[config.mk]
export PLATFORM = sky130hd
export DESIGN_NAME = ddsr_queue
export DESIGN_NICKNAME = d
export VERILOG_FILES = /design/src/rtl/ddsr_queue.sv
export SDC_FILE = /design/constraint.sdc
export NUM_CORES = 1
export LEC_CHECK = 0
export BUFFER_PORTS_ARGS = -buffer_cell sky130_fd_sc_hd__buf_4
export CORE_MARGIN = 2
export CORE_UTILIZATION = 50
export CTS_BUF_LIST = sky130_fd_sc_hd__clkbuf_4
export DETAILED_ROUTE_END_ITERATION = 10
export PLACE_DENSITY = 0.88
export SYNTH_ARGS = -nofsm -noshare
export SYNTH_HDL_FRONTEND = slang
export SYNTH_SLANG_ARGS = --single-unit
[constraint.sdc]
create_clock -name clk -period 2.5 [get_ports clk]
set_input_delay 0 -clock clk [delete_from_list [all_inputs] [get_ports clk]]
set_output_delay 0 -clock clk [all_outputs]
set_load 0.02 [all_outputs]
[src/rtl/ddsr_queue.sv]
`default_nettype none

module ddsr_queue #(
    parameter int WIDTH = 8,
    parameter int DEPTH = 2
) (
    input  wire logic             clk,
    input  wire logic             rst_n,
    input  wire logic             push,
    input  wire logic [WIDTH-1:0] wdata,
    output logic                  full,
    input  wire logic             pop,
    output logic [WIDTH-1:0]      rdata,
    output logic                  empty
);

    localparam int IW = (DEPTH > 1) ? $clog2(DEPTH) : 1;
    localparam int NW = $clog2(DEPTH + 1);

    logic [WIDTH-1:0] entry_reg [DEPTH];
    logic [IW-1:0]    wr_ptr_reg, wr_ptr_next;
    logic [IW-1:0]    rd_ptr_reg, rd_ptr_next;
    logic [NW-1:0]    count_reg, count_next;
    logic             do_push, do_pop;

    assign full    = (count_reg == NW'(DEPTH));
    assign empty   = (count_reg == '0);
    assign do_push = push && !full;
    assign do_pop  = pop && !empty;
    assign rdata   = entry_reg[rd_ptr_reg];

    always_comb
    begin
        wr_ptr_next = wr_ptr_reg;
        rd_ptr_next = rd_ptr_reg;
        count_next  = count_reg;
        if (do_push)
        begin
            wr_ptr_next = (wr_ptr_reg == IW'(DEPTH - 1)) ? '0 : wr_ptr_reg + 1'b1;
        end
        if (do_pop)
        begin
            rd_ptr_next = (rd_ptr_reg == IW'(DEPTH - 1)) ? '0 : rd_ptr_reg + 1'b1;
        end
        if (do_push && !do_pop)
        begin
            count_next = count_reg + 1'b1;
        end
        else if (do_pop && !do_push)
        begin
            count_next = count_reg - 1'b1;
        end
    end

    always_ff @(posedge clk or negedge rst_n)
    begin
        if (!rst_n)
        begin
            wr_ptr_reg <= '0;
            rd_ptr_reg <= '0;
            count_reg  <= '0;
        end
        else
        begin
            wr_ptr_reg <= wr_ptr_next;
            rd_ptr_reg <= rd_ptr_next;
            count_reg  <= count_next;
        end
    end

    always_ff @(posedge clk)
    begin
        if (do_push)
        begin
            entry_reg[wr_ptr_reg] <= wdata;
        end
    end

endmodule

`default_nettype wire

=== Yosys cells after proc, flatten, opt, wreduce, memory -nomap -nowiden ===
Memory sizes are Yosys's and may differ from the RTL's.
Cells that the tools add are included.

* Register bits: 4
* Latch bits: 0
* Memory bits (writable): 16
* ROM bits: 0
* Input bits: 12
* Output and inout port bits: 10
* Word-level logic and storage cells: 25
* Memories: 1

* Add/subtract/negate cells: 4
* Multiply operators: 0
* Divide/modulo/power cells: 0
* Magnitude comparators: 0
* Equal/unequal tests: 1
* Shifts and indexed selects: 0
* Mux-type cells: 6
* Bitwise logic cells: 0
* Reductions and logical operators: 10

{| class="wikitable"
|+ Memory list
! memory !! words !! width !! rd ports !! clocked after memory_dff !! wr ports !! RTL line !! source
|-
| entry_reg || 2 || 8 || 1 || 0 || 1 || 20 || <nowiki>logic [WIDTH-1:0] entry_reg [DEPTH];</nowiki>
|}

{| class="wikitable"
|+ Operators by type and width
! kind !! number
|-
| 1-bit logical AND || 4
|-
| 1-bit zero test || 4
|-
| 1-bit two-way mux || 4
|-
| 2-bit two-way mux || 2
|-
| 1-bit adder (second input constant) || 2
|-
| 2-bit by 1-bit adder with 2-bit output (second input constant) || 1
|-
| 2-bit == test (second input constant) || 1
|-
| 2-bit zero test || 1
|-
| 2-bit nonzero test || 1
|-
| 2-bit by 1-bit subtractor with 2-bit output (second input constant) || 1
|}

=== Longest topological paths before layout ===
* Depth after elaboration: 7
* Mapped depth: 7
* Depth with buffers taken out: 7

=== Worst setup path after synthesis ===
No wires, ideal clock.

* Path type: reg-to-reg
* Start: reg count_reg[0]
* End: mem entry_reg[0][0], enable pin
* Setup time: 0.370 ns
* Arrival: 1.022 ns
* Setup slack: 1.108 ns
* Stages on the path, launching flop included: 4
* Cells stage by stage: dfrtp_1 -> nand2b_1 -> nand2_2 -> nor2_1

* Cells in the longest elaborated chain, start to end: 5

{| class="wikitable"
|+ Ends and longest elaborated chain
! element !! RTL line !! source
|-
| start: declaration || 23 || <nowiki>logic [NW-1:0] count_reg, count_next;</nowiki>
|-
| start signal: assignment || 67 || <nowiki>count_reg <= count_next;</nowiki>
|-
| 2-bit == test || 26 || <nowiki>assign full = (count_reg == NW'(DEPTH));</nowiki>
|-
| 1-bit zero test || 28 || <nowiki>assign do_push = push && !full;</nowiki>
|-
| 1-bit logical AND || 28 ||
|-
| 1-bit two-way mux || 73 || <nowiki>if (do_push)</nowiki>
|-
| 1-bit two-way mux (not written as such) || 75 || <nowiki>entry_reg[wr_ptr_reg] <= wdata;</nowiki>
|-
| end: declaration || 20 ||
|}

No other way between the ends.

=== Worst setup path in the final report ===
Ends and elaborated chain as after synthesis.

==> results by group <==
Outcome
  – Status: complete, no violations

Clock tree
  – Root buffer cell: clkbuf_4
  – Clock transition at path regs: 0.11 ns
  – H-tree levels: 1
  – Hold buffers post-CTS: 10
  – CTS Buffer Depth: 2
  – Num CTS Buffers: 3
  – Clock tree from TritonCTS: done
  – CTS Sinks: 20
  – Cts repair resizes: 0
  – Setup bufs post-CTS: 0
  – Clk_lat worst skew: 0.29 ns

Drt
  – Top Metal Used: met4
  – Antenna Nets Post-Route: 0
  – Routed vias: 465
  – Drt initial violations: 2
  – Drt total wl: 1.326 mm
  – Met2 WL: 717 um
  – Drt drc: 0
  – DRT Pass-1 Iters: 2
  – DR WL met3: 58 um
  – Avg WL per Cell: 14.11 um
  – Wl on met1: 539 um
  – Vias per Instance: 4.947

Pwr
  – Combinational share of power: 36.8%
  – Clock power share: 20.4%
  – Sw Pwr: 0.4059 mW
  – P_int: 0.8556 mW
  – Leak: 0.4612 nW
  – P per Cell Area: 1139 nW/um2
  – Sw frac: 32.17%
  – Seq pwr share: 42.9%
  – Max VDD drop: 0.7660 mV

Setup path
  – Critical path endpoint category: flop
  – CP Max Fanout: 8
  – Critical path type: flop to flop
  – Critical Path RT: 2.44 ns
  – Startpoint Class: flop
  – Data arrival, critical path: 1.57 ns

Floorplanning
  – CORE AREA: 1489 um2
  – I/O pins: 22
  – Die W: 43.55 um
  – Rows: 14
  – Die area: 1896 um2
  – Starting density of the core: 52.52%
  – Height of the die: 43.55 um

Global routing
  – Grt ovf: 0
  – Vias in the first global route: 502
  – Antenna violations before repair: 0
  – First-pass GRT wire length: 2.263 mm
  – Total global-route track usage: 17.44%
  – Largest net degree at the start of global routing: 13

Final layout
  – Share of cells above drive strength 1: 37.18%
  – Nets: 92
  – Leading cell type in the layout, fill and taps excluded: buf_4
  – Area grow syn2layout: 41.60%
  – Layout Cells excl Fill: 94
  – Ant diodes: 0
  – Max reg flops: 16
  – Most frequent cells in the layout: buf_4, edfxtp_1, dlygate4sd3_1
  – Layout Utilization: 74.37%
  – Final Cell Area: 1107 um2

Timing
  – Final period utilization: 65.36%
  – Slew HR: 54.71%
  – Fin. Hold Viols: 0
  – Fmax achieved: 0.6120 GHz
  – Clock Skew: 0.003910 ns
  – Final Critical Period: 1.634 ns
  – RSZ-0062 raised after global routing: no
  – Final setup TNS: 0 ns
  – Fin. max-slew vios: 0
  – Worst-Margin Slew: 0.6768 ns
  – Final setup violation count: 0

Hold path
  – Hold Path Class: primary input to flop

Logic synthesis
  – Synth Area per Inst: 17.77 um2
  – Flops & latches, synth: 20
  – Post-synthesis net count: 57
  – Main combinational cell family by area after synthesis: multiplexers
  – Synthesis Warnings: 0
  – Adder-Cell Fraction of Synth Area: 1.600%
  – Synth top area share: 61.44%
  – Sequential area share after synthesis: 74.24%
  – Cell taking the most area after synthesis: edfxtp_1
  – Simple-gate share of the synthesized area: 3.840%
  – Area contributors post-synth: edfxtp_1, dfrtp_1, mux2_1, mux2_2, xnor2_1
  – Mapped Cells: 44
  – Synth Area in Compound Gates: 0.6400%
  – Post-synthesis mux area share: 11.52%
  – Post-synthesis cell type count: 15
  – Post-Synth XOR/XNOR Area: 6.560%
  – Synthesized cell area: 782.0 um2

Job
  – # Max-Cap Violations: 0

Placement
  – Hpwl dp: 907.8 um
  – DP Area: 954.7 um2
  – Input/output buffers: 21
  – Cells after DPL: 80
  – Placer Congestion: 0.6792
-- layer usage --
metal,up-vias,track usage [%]
met5,-,0
met4,0,9.091
met3,2,4.167
met2,15,30.59
met1,224,19.44
li1,224,-
-- power groups by stage --
| stage | combinational [mW] | sequential, mW | clock [mW] |
|---|---|---|---|
| 3_5_place_dp | 0.453 | 0.548 | 0 |
| 6_report | 0.464 | 0.541 | 0.257 |
| 4_1_cts | 0.468 | 0.542 | 0.260 |
| 2_1_floorplan | 0.321 | 0.507 | 0 |
| 5_1_grt | 0.502 | 0.552 | 0.279 |
| 3_3_place_gp | 0.440 | 0.539 | 0 |
-- cell usage after synthesis --
cell type,number
nand2b_1,1
mux2_2,2
o21ai_1,1
and3_1,1
xnor2_1,2
buf_2,1
dfrtp_1,4
nand2_2,1
ha_1,1
xor2_1,2
edfxtp_1,16
mux2_1,6
xnor2_2,1
inv_1,2
nor2_1,3
-- metrics by stage --
stage / hold slack (ns) / setup WS (ns) / total power, mW
CTS: 0.01171 / 0.8867 / 1.270
global placement: -0.2021 / 0.9765 / 0.9788
detailed placement: -0.1998 / 0.9030 / 1.001
finish: 0.02207 / 0.8660 / 1.261
global route: 0.01508 / 0.7106 / 1.333
floorplan: -0.2956 / 1.108 / 0.8285
-- cell families (layout without fill, tap and decap cells) --
logic type                 count (synthesis)  in the layout
and+or+nand+nor                            6              6
AOI/OAI and AO/OA                          1              1
DFF                                       20             20
muxes                                      8              8
xor gates and xnor gates                   5              5
buffers and inverters                      3             37
adders and majority gates                  1              1
-- worst max-delay path, cell delays in order (launching register included) --
cell      delay (ns)
dfrtp_1         0.46
nand2b_1        0.19
nand2_2         0.10
nor2_1          0.53
-- final cells by class --
| type | count | area [um2] |
|---|---|---|
| inverters | 2 | 7.507 |
| flip-flops and latches | 20 | 580.6 |
| fillers | 100 | 381.6 |
| repair buffers | 31 | 257.7 |
| clock buffers | 3 | 22.52 |
| well taps | 16 | 20.02 |
| clock inverters | 1 | 30.03 |
| multi-input cells | 21 | 188.9 |
-- path summary, 6_finish.rpt --
check / cells after the start / from / slack (ns) / end
min reg2reg: 1 / count_reg[1] / 0.52 / count_reg[1]
min in group asynchronous: 2 / rst_n / 0.03 / count_reg[1]
max reg2reg: 3 / count_reg[0] / 0.87 / entry_reg[0][0]
max: 3 / count_reg[0] / 0.87 / entry_reg[0][0]
min: 3 / pop / 0.02 / rd_ptr_reg
max in group asynchronous: 2 / rst_n / 2.37 / wr_ptr_reg
Power figures use the tool's default switching activity.
