--- src/rtl/ddsr_pkg.sv ---
`default_nettype none

package ddsr_pkg;

    // parameter defaults
    localparam int PANEL_WIDTH_DEF = 128;
    localparam int MAX_PAGES_DEF   = 8;
    localparam int CHUNK_BYTES_DEF = 15;

    // depth of the op queue and the result queue
    localparam int QUEUE_DEPTH = 2;

    // configuration port
    localparam int CFG_INDEX_W = 1;
    localparam int CFG_DATA_W  = 4;
    localparam logic [CFG_INDEX_W-1:0] REG_PANEL_KIND   = 1'd0;
    localparam logic [CFG_INDEX_W-1:0] REG_PAGES_IN_USE = 1'd1;

    localparam logic [1:0] PANEL_KIND_RESET = 2'd0;
    localparam logic [1:0] PANEL_OFFSET_TWO = 2'd2;
    localparam logic [3:0] PAGES_RESET      = 4'd8;

    // function codes
    localparam logic [1:0] FUNC_WRITE   = 2'd0;
    localparam logic [1:0] FUNC_PLOT    = 2'd1;
    localparam logic [1:0] FUNC_REFRESH = 2'd2;

    // pixel modes
    localparam logic [1:0] PIX_CLEAR  = 2'd0;
    localparam logic [1:0] PIX_SET    = 2'd1;
    localparam logic [1:0] PIX_TOGGLE = 2'd2;

    // message kinds and command format
    localparam logic       MSG_COMMAND = 1'b0;
    localparam logic       MSG_DATA    = 1'b1;
    localparam logic [3:0] CMD_LENGTH  = 4'd3;
    localparam logic [7:0] CMD_PAGE    = 8'hB0;

    typedef enum logic [2:0] {
        OP_WRITE,
        OP_CLEAR,
        OP_SET,
        OP_TOGGLE,
        OP_REFRESH
    } op_kind_t;

    typedef struct packed {
        logic [1:0] func;
        logic [9:0] byte_index;
        logic [7:0] byte_value;
        logic [6:0] pixel_x;
        logic [5:0] pixel_y;
        logic [1:0] pixel_mode;
        logic [3:0] page_index;
    } item_t;

    typedef struct packed {
        logic        msg_kind;
        logic [3:0]  msg_length;
        logic [63:0] payload_low;
        logic [55:0] payload_high;
        logic        last;
    } result_t;

    // classified work for the back end
    typedef struct packed {
        op_kind_t   kind;
        logic [9:0] index;
        logic [7:0] value;
        logic [3:0] page;
        logic [6:0] col;
        logic [2:0] bitn;
    } op_t;

endpackage

`default_nettype wire

--- src/rtl/ddsr_front.sv ---
`default_nettype none

module ddsr_front #(
    parameter int PANEL_WIDTH = ddsr_pkg::PANEL_WIDTH_DEF,
    parameter int MAX_PAGES   = ddsr_pkg::MAX_PAGES_DEF
) (
    input  wire logic                             clk,
    input  wire logic                             rst_n,
    input  wire logic                             push,
    output logic                                  full,
    input  wire ddsr_pkg::item_t                  item,
    input  wire logic                             cfg_write,
    input  wire logic [ddsr_pkg::CFG_INDEX_W-1:0] cfg_index,
    input  wire logic [ddsr_pkg::CFG_DATA_W-1:0]  cfg_data,
    input  wire logic                             clearing,
    input  wire logic                             opq_full,
    output logic                                  opq_push,
    output ddsr_pkg::op_t                         opq_op,
    output logic [1:0]                            panel_kind
);

    localparam int STORE_BYTES = MAX_PAGES * PANEL_WIDTH;

    logic [1:0]    panel_kind_reg, panel_kind_next;
    logic [3:0]    pages_reg, pages_next;
    logic          keep;
    ddsr_pkg::op_t op;

    assign panel_kind = panel_kind_reg;

    always_comb
    begin
        panel_kind_next = panel_kind_reg;
        pages_next      = pages_reg;
        if (cfg_write)
        begin
            case (cfg_index)
                ddsr_pkg::REG_PANEL_KIND:   panel_kind_next = cfg_data[1:0];
                ddsr_pkg::REG_PAGES_IN_USE: pages_next      = cfg_data[3:0];
                default: ;
            endcase
        end
    end

    always_ff @(posedge clk or negedge rst_n)
    begin
        if (!rst_n)
        begin
            panel_kind_reg <= ddsr_pkg::PANEL_KIND_RESET;
            pages_reg      <= ddsr_pkg::PAGES_RESET;
        end
        else
        begin
            panel_kind_reg <= panel_kind_next;
            pages_reg      <= pages_next;
        end
    end

    // classify items and drop those with an unused code or out of range
    always_comb
    begin
        op       = '0;
        op.kind  = ddsr_pkg::OP_WRITE;
        op.index = item.byte_index;
        op.value = item.byte_value;
        op.col   = item.pixel_x;
        op.bitn  = item.pixel_y[2:0];
        op.page  = {1'b0, item.pixel_y[5:3]};
        keep     = 1'b0;
        case (item.func)
            ddsr_pkg::FUNC_WRITE:
            begin
                keep = (32'(item.byte_index) < STORE_BYTES);
            end
            ddsr_pkg::FUNC_PLOT:
            begin
                keep = (32'(item.pixel_x) < PANEL_WIDTH)
                       && (32'(item.pixel_y[5:3]) < MAX_PAGES);
                case (item.pixel_mode)
                    ddsr_pkg::PIX_CLEAR:  op.kind = ddsr_pkg::OP_CLEAR;
                    ddsr_pkg::PIX_SET:    op.kind = ddsr_pkg::OP_SET;
                    ddsr_pkg::PIX_TOGGLE: op.kind = ddsr_pkg::OP_TOGGLE;
                    default:              keep    = 1'b0;
                endcase
            end
            ddsr_pkg::FUNC_REFRESH:
            begin
                op.kind = ddsr_pkg::OP_REFRESH;
                op.page = item.page_index;
                keep    = (item.page_index < pages_reg)
                          && (32'(item.page_index) < MAX_PAGES);
            end
            default: keep = 1'b0;
        endcase
    end

    assign full     = opq_full || clearing;
    assign opq_push = push && !full && keep;
    assign opq_op   = op;

endmodule

`default_nettype wire

--- config.mk ---
export PLATFORM = sky130hd
export DESIGN_NAME = ddsr_front
export DESIGN_NICKNAME = d
export VERILOG_FILES = /design/src/rtl/ddsr_pkg.sv /design/src/rtl/ddsr_front.sv
export SDC_FILE = /design/constraint.sdc
export NUM_CORES = 1
export LEC_CHECK = 0
export BUFFER_PORTS_ARGS = -buffer_cell sky130_fd_sc_hd__buf_2
export CAP_MARGIN = 20
export CELL_PAD_IN_SITES_DETAIL_PLACEMENT = 1
export CELL_PAD_IN_SITES_GLOBAL_PLACEMENT = 1
export CORE_MARGIN = 2
export CORE_UTILIZATION = 18
export DETAILED_ROUTE_END_ITERATION = 6
export PLACE_DENSITY = 0.78
export REMOVE_ABC_BUFFERS = 1
export SYNTH_ARGS = -nofsm -noshare
export SYNTH_HDL_FRONTEND = slang
export SYNTH_SLANG_ARGS = --single-unit
--- constraint.sdc ---
create_clock -name clk -period 1.05 [get_ports clk]
set_input_delay 0.105 -clock clk [delete_from_list [all_inputs] [get_ports clk]]
set_output_delay 0.105 -clock clk [all_outputs]
set_load 0.005 [all_outputs]
* Word level (Yosys, flattened, before mapping) *
Index checks and enable logic that the tools add are counted.

storage, ports and cells
  bits in registers = 6
  input bits = 50
  output and inout port bits = 39
  logic and storage cells = 24

cells by class
  order comparisons = 2
  eq/ne operators = 4
  multiplexer cells = 5
  bitwise operators = 1
  reduce and logical (&&, ||, !) cells = 10

operators by type and width
  operator              number
  $pmux W2 S3           1
  $pmux W3 S2           1
  $eq A2 B1 Y1 const B  2
  $eq A2 B2 Y1 const B  2
  $logic_not A2 Y1      2
  $lt A4 B4 Y1          1
  $lt A4 B4 Y1 const B  1
  $mux W4               1
  $reduce_and A2 Y1     2
  $logic_and A1 B1 Y1   3
  $pmux W1 S3           1
  $reduce_or A3 Y1      1
  $logic_not A1 Y1      1
  $logic_or A1 B1 Y1    1
  $mux W1               1
  $not A1 Y1            1

* Depth between registers and ports, before layout *
Gate-level depths: netlist of the first run.

  word-level depth = 5
  gate-level depth with buffers = 5
  mapped depth without buffers = 5

* Worst setup path before layout of the first run *
OpenSTA, ideal clock, no wires.

  path kind = register -> output
  start point = register pages_reg[3]
  end point = output opq_push
  arrival = 1.108 ns
  required time = 0.945 ns
  slack = -0.163 ns
  stages on the path, launching flop included = 6
  buffers on the path = 0
  cell sequence = dfstp_2 > inv_1 > ha_1 > nor3b_2 > o31ai_1 > a31oi_1

on the way
  longest elaborated chain between the ends = 4

RTL lines
  what                      RTL line          text
  start: declaration        ddsr_front.sv:25  logic [3:0] pages_reg, pages_next;
  start signal: assignment  ddsr_front.sv:50  pages_reg <= ddsr_pkg::PAGES_RESET;
  start signal: assignment  ddsr_front.sv:55  pages_reg <= pages_next;
  $lt A4 B4 Y1              ddsr_front.sv:90  keep = (item.page_index < pages_reg)
  $logic_and A1 B1 Y1       ddsr_front.sv:91  && (32'(item.page_index) < MAX_PAGES);
  $pmux W1 S3               ddsr_front.sv:70  case (item.func)
  $logic_and A1 B1 Y1       ddsr_front.sv:98  assign opq_push = push && !full && keep;
  end: declaration          ddsr_front.sv:17  output logic opq_push,

No other way between the ends.

* Final worst setup path of the first run *
Same ends and word-level chain as after synthesis.

==> results of run 1 <==
==> where the power goes <==
part	internal, W	switching (W)
sequential	0.000271	0.0000194
combinational	0.000156	0.000115
clock	0.000262	0.000108
==> per-stage QoR <==
stage | hold WS (ns) | std cells | setup WS, ns
floorplan | -0.191 | 48 | -0.163
global placement | -0.0644 | 134 | -0.278
detailed placement | -0.0586 | 134 | -0.323
CTS | 0.0925 | 140 | -0.513
global route | 0.0928 | 140 | -0.575
finish | 0.0961 | 140 | -0.498
==> placed cells by master, fill, tap and decap left out, drive strengths merged <==
cell type | Yosys | routed
o211a | 1 | 1
nand2 | 2 | 2
o21ai | 1 | 1
nor4b | 1 | 1
inv | 7 | 7
and3 | 1 | 1
nor3b | 1 | 1
clkbuf | 0 | 4
a21oi | 1 | 1
a31oi | 1 | 1
dlygate4sd3 | 0 | 1
and2 | 1 | 1
ha | 10 | 10
dfstp | 1 | 1
nor2 | 1 | 1
dfrtp | 5 | 5
buf | 28 | 37
or2 | 1 | 1
o31ai | 1 | 1
mux2 | 9 | 9
nor2b | 3 | 3
==> cells in the mapped netlist <==
cell type,number,area (µm²)
sky130_fd_sc_hd__a21oi_1,1,5.00
sky130_fd_sc_hd__o21ai_1,1,5.00
sky130_fd_sc_hd__mux2_1,9,101
sky130_fd_sc_hd__nor2b_1,3,18.8
sky130_fd_sc_hd__o211a_1,1,10.0
sky130_fd_sc_hd__nor3b_2,1,12.5
sky130_fd_sc_hd__or2_1,1,6.26
sky130_fd_sc_hd__inv_1,7,26.3
sky130_fd_sc_hd__dfstp_2,1,26.3
sky130_fd_sc_hd__a31oi_1,1,6.26
sky130_fd_sc_hd__buf_4,28,210
sky130_fd_sc_hd__dfrtp_1,5,125
sky130_fd_sc_hd__nor4b_2,1,15.0
sky130_fd_sc_hd__and3_1,1,6.26
sky130_fd_sc_hd__nand2_1,2,7.51
sky130_fd_sc_hd__nor2_1,1,3.75
sky130_fd_sc_hd__o31ai_1,1,7.51
sky130_fd_sc_hd__ha_1,10,125
sky130_fd_sc_hd__and2_1,1,6.26
==> logic make-up (layout without fill, tap and decap cells) <==
| logic type | after synthesis | count (layout) | share of synthesized area [%] |
|---|---|---|---|
| AND/OR/NAND/NOR | 11 | 11 | 10.5 |
| adder cells (fa/ha/maj) | 10 | 10 | 17.3 |
| flip-flops | 6 | 6 | 20.9 |
| AO/OA/AOI/OAI | 5 | 5 | 4.66 |
| buffers and inverters | 35 | 49 | 32.6 |
| multiplexers | 9 | 9 | 14.0 |
==> per-layer routing <==
metal / vias up / global-route usage [%]
met5: - / 2.50
met4: 0 / 2.30
met3: 0 / 15.0
met2: 65 / 13.0
met1: 264 / 13.3
li1: 247 / -
==> cell type report <==
type | instances | area, µm² | area share [%]
inverters | 7 | 28.8 | 3.17
repair buffers | 38 | 230 | 25.4
flip-flops and latches | 6 | 151 | 16.7
clock buffers | 4 | 45.0 | 4.97
well taps | 50 | 62.6 | 6.90
multi-input cells | 35 | 389 | 42.9
==> repair_timing <==
| item | 4_1_cts | 5_1_grt |
|---|---|---|
| endpoints found under the setup margin | 6 | 6 |
| pin swaps | 2 | 1 |
| hold buffers | 1 | 0 |
| hold endpoints to repair | 6 | 0 |
| gates resized for setup | 14 | 5 |
| setup buffers | 1 | 0 |
==> path summary, 6_finish.rpt <==
kind / start / end / slack, ns / depth (start not counted)
min reg2reg: pages_reg[2] / pages_reg[2] / 0.50 / 1
max in group asynchronous: rst_n / pages_reg[3] / 0.59 / 2
min: cfg_data[3] / pages_reg[3] / 0.1 / 2
max reg2reg: pages_reg[1] / pages_reg[1] / 0.27 / 1
max: pages_reg[3] / opq_push / -0.50 / 6
min in group asynchronous: rst_n / panel_kind[1] / 0.24 / 2
==> results, run 1 <==
- The sort of element at the start of the critical path is a flip-flop.
- Setup repair after global routing could not meet its margin everywhere.
- The count of pins over their slew limit is 0.
- The highest attainable clock frequency is around 0.65 GHz.
- The hold violation count in the final report is 0.
- After detailed routing, the wire length on met1 is around 960 µm.
- The worst setup path is of the reg -> out kind.
- 0 antenna diodes ended up in the layout.
- The worst-case IR drop observed on VDD is ~0.00054 V.
- The critical path's largest stage delay is about 0.52 ns.
- The count of input and output buffers is 32.
- The data required time at the worst endpoint is 0.94 ns.
- The signal on the critical path passes through inv_2 -> ha_4 -> nor3b_2 -> o31ai_1 -> a31oi_1 -> buf_2.
- The overall power is roughly 0.00093 W.
- The clock passes through at most 2 buffers.
- The floorplan step defined a die boundary enclosing about 0.0045 mm².
- The data arrival at the endpoint of the critical path is about 1.4 ns.
- Clock tree synthesis inserted a total of 3 buffers.
- Setup violations remaining at the end of the flow were counted as 1.
- The wire length of the first global-routing pass is roughly 3600 µm.
- The number of max-capacitance violations reported is 0.
- The final critical delay including setup and external delays is around 1.5 ns.
- The combined buffer and inverter count along the critical path is 2.
- The count of boundary I/O pins is between 80 and 90.
- Entering global routing, the biggest net connects 7 pins.
- In this run the clock root is driven by a sky130_fd_sc_hd__clkbuf_8.
- The first detailed-routing pass ran for 2 iterations.
- From synthesis to final layout, the design area changed by 25.2%.
- The initial antenna violation count was 0.
- The flip-flop count of the largest register after layout is 4.
- For this design the static power due to leakage is 0.472 nW.
- The register clock-pin slew on the reported worst setup and hold paths is about 0.040 ns.
- The antenna violation net count after detailed routing is 0.
- The number of different library cells used by synthesis comes to 19.
- After detailed routing, the met3 layer carries approximately 620 µm of wire.
- The standard cell area after detailed placement is 767 µm².
- After the last flow step, the layout net total stands at 151.
- The width of the chip is a little under 70 µm.
- The type of element capturing the critical path is an output pin.
- The routed wire length on met2 is 898 µm.
- The slew at the pin closest to its max-slew limit is about 0.22 ns.
- The DRC violation count after routing is 0.
- The count of warnings emitted by yosys is 0.
- Cells with a size suffix above 1 make up between 50% and 60% of the layout.
- The clock tree from TritonCTS is built.
- The average size of a mapped cell is 9.53 µm².
- The global placement routability congestion is roughly 0.62.
- The netlist area before placement is roughly 720 µm².
- The initial standard-cell utilization of the core is 18.4%.
- The per-cell routed wire length is 17.7 µm.
- The worst slew slack as a fraction of its limit is 85.5%.
- The largest delay contributor family on the critical path is flip-flops.
- The class of the most critical hold timing path is in -> reg.
- The share of the Yosys chip area taken by registers is between 20% and 30%.
- The power per standard cell area is slightly above 1000 mW/mm².
- Clock latency on the worst-skew pair, taken at its later pin, is 0.22 ns.
- The final-layout setup total negative slack is -0.498 ns.
- The post-detailed-placement half-perimeter wirelength is approximately 2000 µm.
- The final reports fail on setup timing.
- The post-synthesis register bit count is 6.
- In the post-route analysis, the smallest setup slack over all paths is -0.498 ns.
- The routed design has approximately 2500 µm of wire.
- The number of global-route vias before repair is 642.
- The uppermost signal routing layer after detailed routing is met3.
- Counting every sink on the clock net gives 6.
- The count of vias placed by the detailed router is between 500 and 600.
- Global routing used 11.8% of the available tracks across all layers.
- The run finished, with violations left.
- The placement row count is 23.
- Of the available clock period, the critical path in the final layout requires 147%.
- The die is 67.4 µm tall.
- The area of the core is between 0.003 and 0.004 mm².
- In the routed layout, each cell is associated on average with a via count of just over 4.
- The global-route congestion overflow total is 0.
- The total non-filler cell area in the finished layout is roughly 910 µm².
- The largest individual stage delay along the critical path comes from the cell sky130_fd_sc_hd__dfstp_2.
- The synthesized instance count is 76.
- In this run the worst path has a maximum fanout of 2.
- The setup skew after layout is 0 ns.
- In this run the number of H-tree levels came out at 1.
- The fraction of the core area covered by cells at the end of the flow is 23.0%.
- Fill cells in the final layout number 463.
- The detailed router's first-iteration violation count is 6.
(Power assumes the default switching activity.)
==> run 2, diff against run 1 <==
- MAX_ROUTING_LAYER: not set -> met4
==> results, run 2 (synthesized netlist as in run 1, its figures left out) <==
- Run status: finished with violations (unchanged).
- Violated checks: setup timing (unchanged).
- The final critical delay including setup and external delays is 1.55 ns (about the same).
- The worst setup path category is reg -> out (unchanged).
- The path depth of the worst reg2reg path is 1 (unchanged).
- The antenna violation net count after detailed routing is 0 (unchanged).
- The data required time at the worst endpoint is 0.94 ns (about the same).
- The slew at the pin closest to its max-slew limit is 0.216 ns (about the same).
- The width of the chip came to 67.4 µm (unchanged).
- The worst slew slack as a fraction of its limit is 85.6% (was 85.5%).
- The final-layout setup total negative slack came to -0.498 ns (about the same).
- The commonest non-fill, non-tap cell in the layout is sky130_fd_sc_hd__buf_2 (unchanged).
- The data arrival at the endpoint of the critical path came to 1.44 ns (about the same).
- The type of element capturing the critical path is an output pin (unchanged).
- The placement row count is 23 (unchanged).
- The mean number of vias per cell is 4.15 (was 4.11).
- The standard cell area after detailed placement was 767 µm² (unchanged).
- The highest attainable clock frequency is 0.646 GHz (about the same).
- The count of boundary I/O pins was 89 (unchanged).
- The maximum VDD drop is 0.000543 V (about the same).
- The clock latency of the later-clocked register in the worst-skew pair came to 0.22 ns (about the same).
- The total non-filler cell area in the finished layout is 907 µm² (unchanged).
- The DRC violation count after routing is 0 (unchanged).
- The area of the core is 0.00394 mm² (unchanged).
- The number of max-capacitance violations reported was 0 (unchanged).
- The total routing usage reported by global routing is 12.1% (was 11.8%).
- The most heavily used metal layer in global routing is met3 (unchanged).
- The initial antenna violation count is 0 (unchanged).
- The total number of clock tree sinks came to 6 (unchanged).
- The number of nets in the finished design was 151 (unchanged).
- The class of the most critical hold timing path is in -> reg (unchanged).
- The fraction of final layout cells with drive strength greater than 1 came to 58.9% (unchanged).
- The sort of element at the start of the critical path is a flip-flop (unchanged).
- The largest buffer count on any clock path is 2 (unchanged).
- The register clock-pin slew on the reported worst setup and hold paths is 0.04 ns (about the same).
- The terminus of the critical flop-to-flop path is pages_reg[1] (unchanged).
- The hold-critical path endpoint was pages_reg[3] (unchanged).
- The smallest setup slack after layout is -0.498 ns (about the same).
- The leakage power was 0.472 nW (unchanged).
- The count of vias placed by the detailed router is 581 (was 576).
- The global routing met2 resource utilization is 13.0% (unchanged).
- The count of pins over their slew limit came to 0 (unchanged).
- The post-detailed-placement half-perimeter wirelength is 2010 µm (unchanged).
- The total clock buffers created by CTS was 3 (unchanged).
- The per-cell routed wire length came to 17.7 µm (about the same).
- The worst hold slack across all endpoints came to 0.0961 ns (unchanged).
- The startpoint of the worst hold path was cfg_data[3] (unchanged).
- The final instance count without filler cells is 140 (unchanged).
- The worst-case setup slack after placement is -0.323 ns (unchanged).
- The worst reg-to-reg setup slack is 0.27 ns (about the same).
- The iteration count of the initial detailed-routing pass is 3 (was 2).
- The hold violation count in the final report was 0 (unchanged).
- The number of fill cells is 463 (unchanged).
- The global placement routability congestion is 0.623 (was 0.619).
- The flip-flop count of the largest register after layout is 4 (unchanged).
- The final clock period utilization by the worst path is 147% (about the same).
- The detailed router's first-iteration violation count is 5 (was 6).
- The highest net fanout along the worst path is 2 (unchanged).
- The cell count after placement is 134 (unchanged).
- The wire length of the first global-routing pass was 3610 µm (was 3600 µm).
- Setup repair after global routing missed its margin: yes (unchanged).
- The final-report setup violation count was 1 (unchanged).
- The clock tree from TritonCTS is built (unchanged).
- The met1 track demand over resource in global routing was 13.1% (was 13.3%).
- The count of input and output buffers is 32 (unchanged).
- The initial standard-cell utilization of the core is 18.4% (unchanged).
- The setup skew after layout is 0 ns (unchanged).
- The power per standard cell area is 1030 mW/mm² (about the same).
- The number of antenna diodes is 0 (unchanged).
- The area of the die is 0.00455 mm² (unchanged).
- Most used cells in the layout excluding fill and tap cells: sky130_fd_sc_hd__buf_2, sky130_fd_sc_hd__ha_1, sky130_fd_sc_hd__mux2_1, sky130_fd_sc_hd__buf_4, sky130_fd_sc_hd__dfrtp_1 (unchanged).
- The signed area change from the synthesized netlist to the final layout is 25.2% (unchanged).
- The start of the worst register-to-register path is pages_reg[1] (unchanged).
- The vertical extent of the die is 67.4 µm (unchanged).
- The clock root buffer is sky130_fd_sc_hd__clkbuf_8 (unchanged).
- The global-route congestion overflow total was 0 (unchanged).
- The sum of routed wire length over all layers is 2470 µm (was 2480 µm).
- The met3 demand-to-capacity share in global routing came to 15.7% (was 15.0%).
- The largest net degree at the start of global routing is 7 (unchanged).
- The number of H-tree levels is 1 (unchanged).
- The number of global-route vias before repair was 643 (was 642).
- The cell depth of the worst hold path is 2 (unchanged).
## run 2: cell counts in the layout (fill, tap and decap cells not counted)
Identical to the previous run, type by type.
## run 2: through the flow
| stage | power, W | utilization, % |
|---|---|---|
| after floorplan | 0.000397 | - |
| after global placement | 0.000507 | 19.5 |
| after detailed placement | 0.000516 | 19.5 |
| after CTS | 0.000938 | 22.6 |
| after global routing | 0.00101 | 23.0 |
| final | 0.000931 | 23.0 |
## run 2: layout make-up
type | count | area (µm²) | share of cell area, %
clock buffers | 4 | 45.0 | 4.97
multi-input cells | 35 | 389 | 42.9
flip-flops and latches | 6 | 151 | 16.7
repair buffers | 38 | 230 | 25.4
inverters | 7 | 28.8 | 3.17
well taps | 50 | 62.6 | 6.90
## run 2: power by group
group          internal [W]  switching [W]
combinational      0.000156       0.000114
clock              0.000262       0.000108
sequential         0.000271      0.0000194
total              0.000689       0.000242
## run 2: how the worst max path moves through the flow
| stage | start | cells after the start | slack (ns) | to |
|---|---|---|---|---|
| after floorplan | pages_reg[3] | 5 | -0.16 | opq_push |
| after global placement | pages_reg[3] | 6 | -0.28 | opq_push |
| after detailed placement | pages_reg[3] | 6 | -0.32 | opq_push |
| after CTS | pages_reg[3] | 6 | -0.51 | opq_push |
| after global routing | pages_reg[3] | 6 | -0.57 | opq_push |
| final | pages_reg[3] | 6 | -0.50 | opq_push |
## run 2: critical path, cell delays in order (launching register included)
cell and delay (ns):
sky130_fd_sc_hd__dfstp_2 0.52, sky130_fd_sc_hd__inv_2 0.04, sky130_fd_sc_hd__ha_4 0.14, sky130_fd_sc_hd__nor3b_2 0.15, sky130_fd_sc_hd__o31ai_1 0.08, sky130_fd_sc_hd__a31oi_1 0.15
sky130_fd_sc_hd__buf_2 0.13
## run 2: repair_timing
| item | CTS | global route |
|---|---|---|
| cloned | 0 | 0 |
| hold buffers | 1 | 0 |
| endpoints found under the setup margin | 6 | 6 |
| setup buffers | 1 | 0 |
| pin swaps | 2 | 1 |
| hold endpoints to repair | 6 | 0 |
| resized for setup | 14 | 5 |
## run 2: routing by layer
layer / wire [µm] / vias to the layer above / share of wire, %
met5: 0 / - / 0
met4: 0 / 0 / 0
met3: 648 / 0 / 26
met2: 899 / 69 / 36
met1: 924 / 264 / 37
li1: - / 248 / -
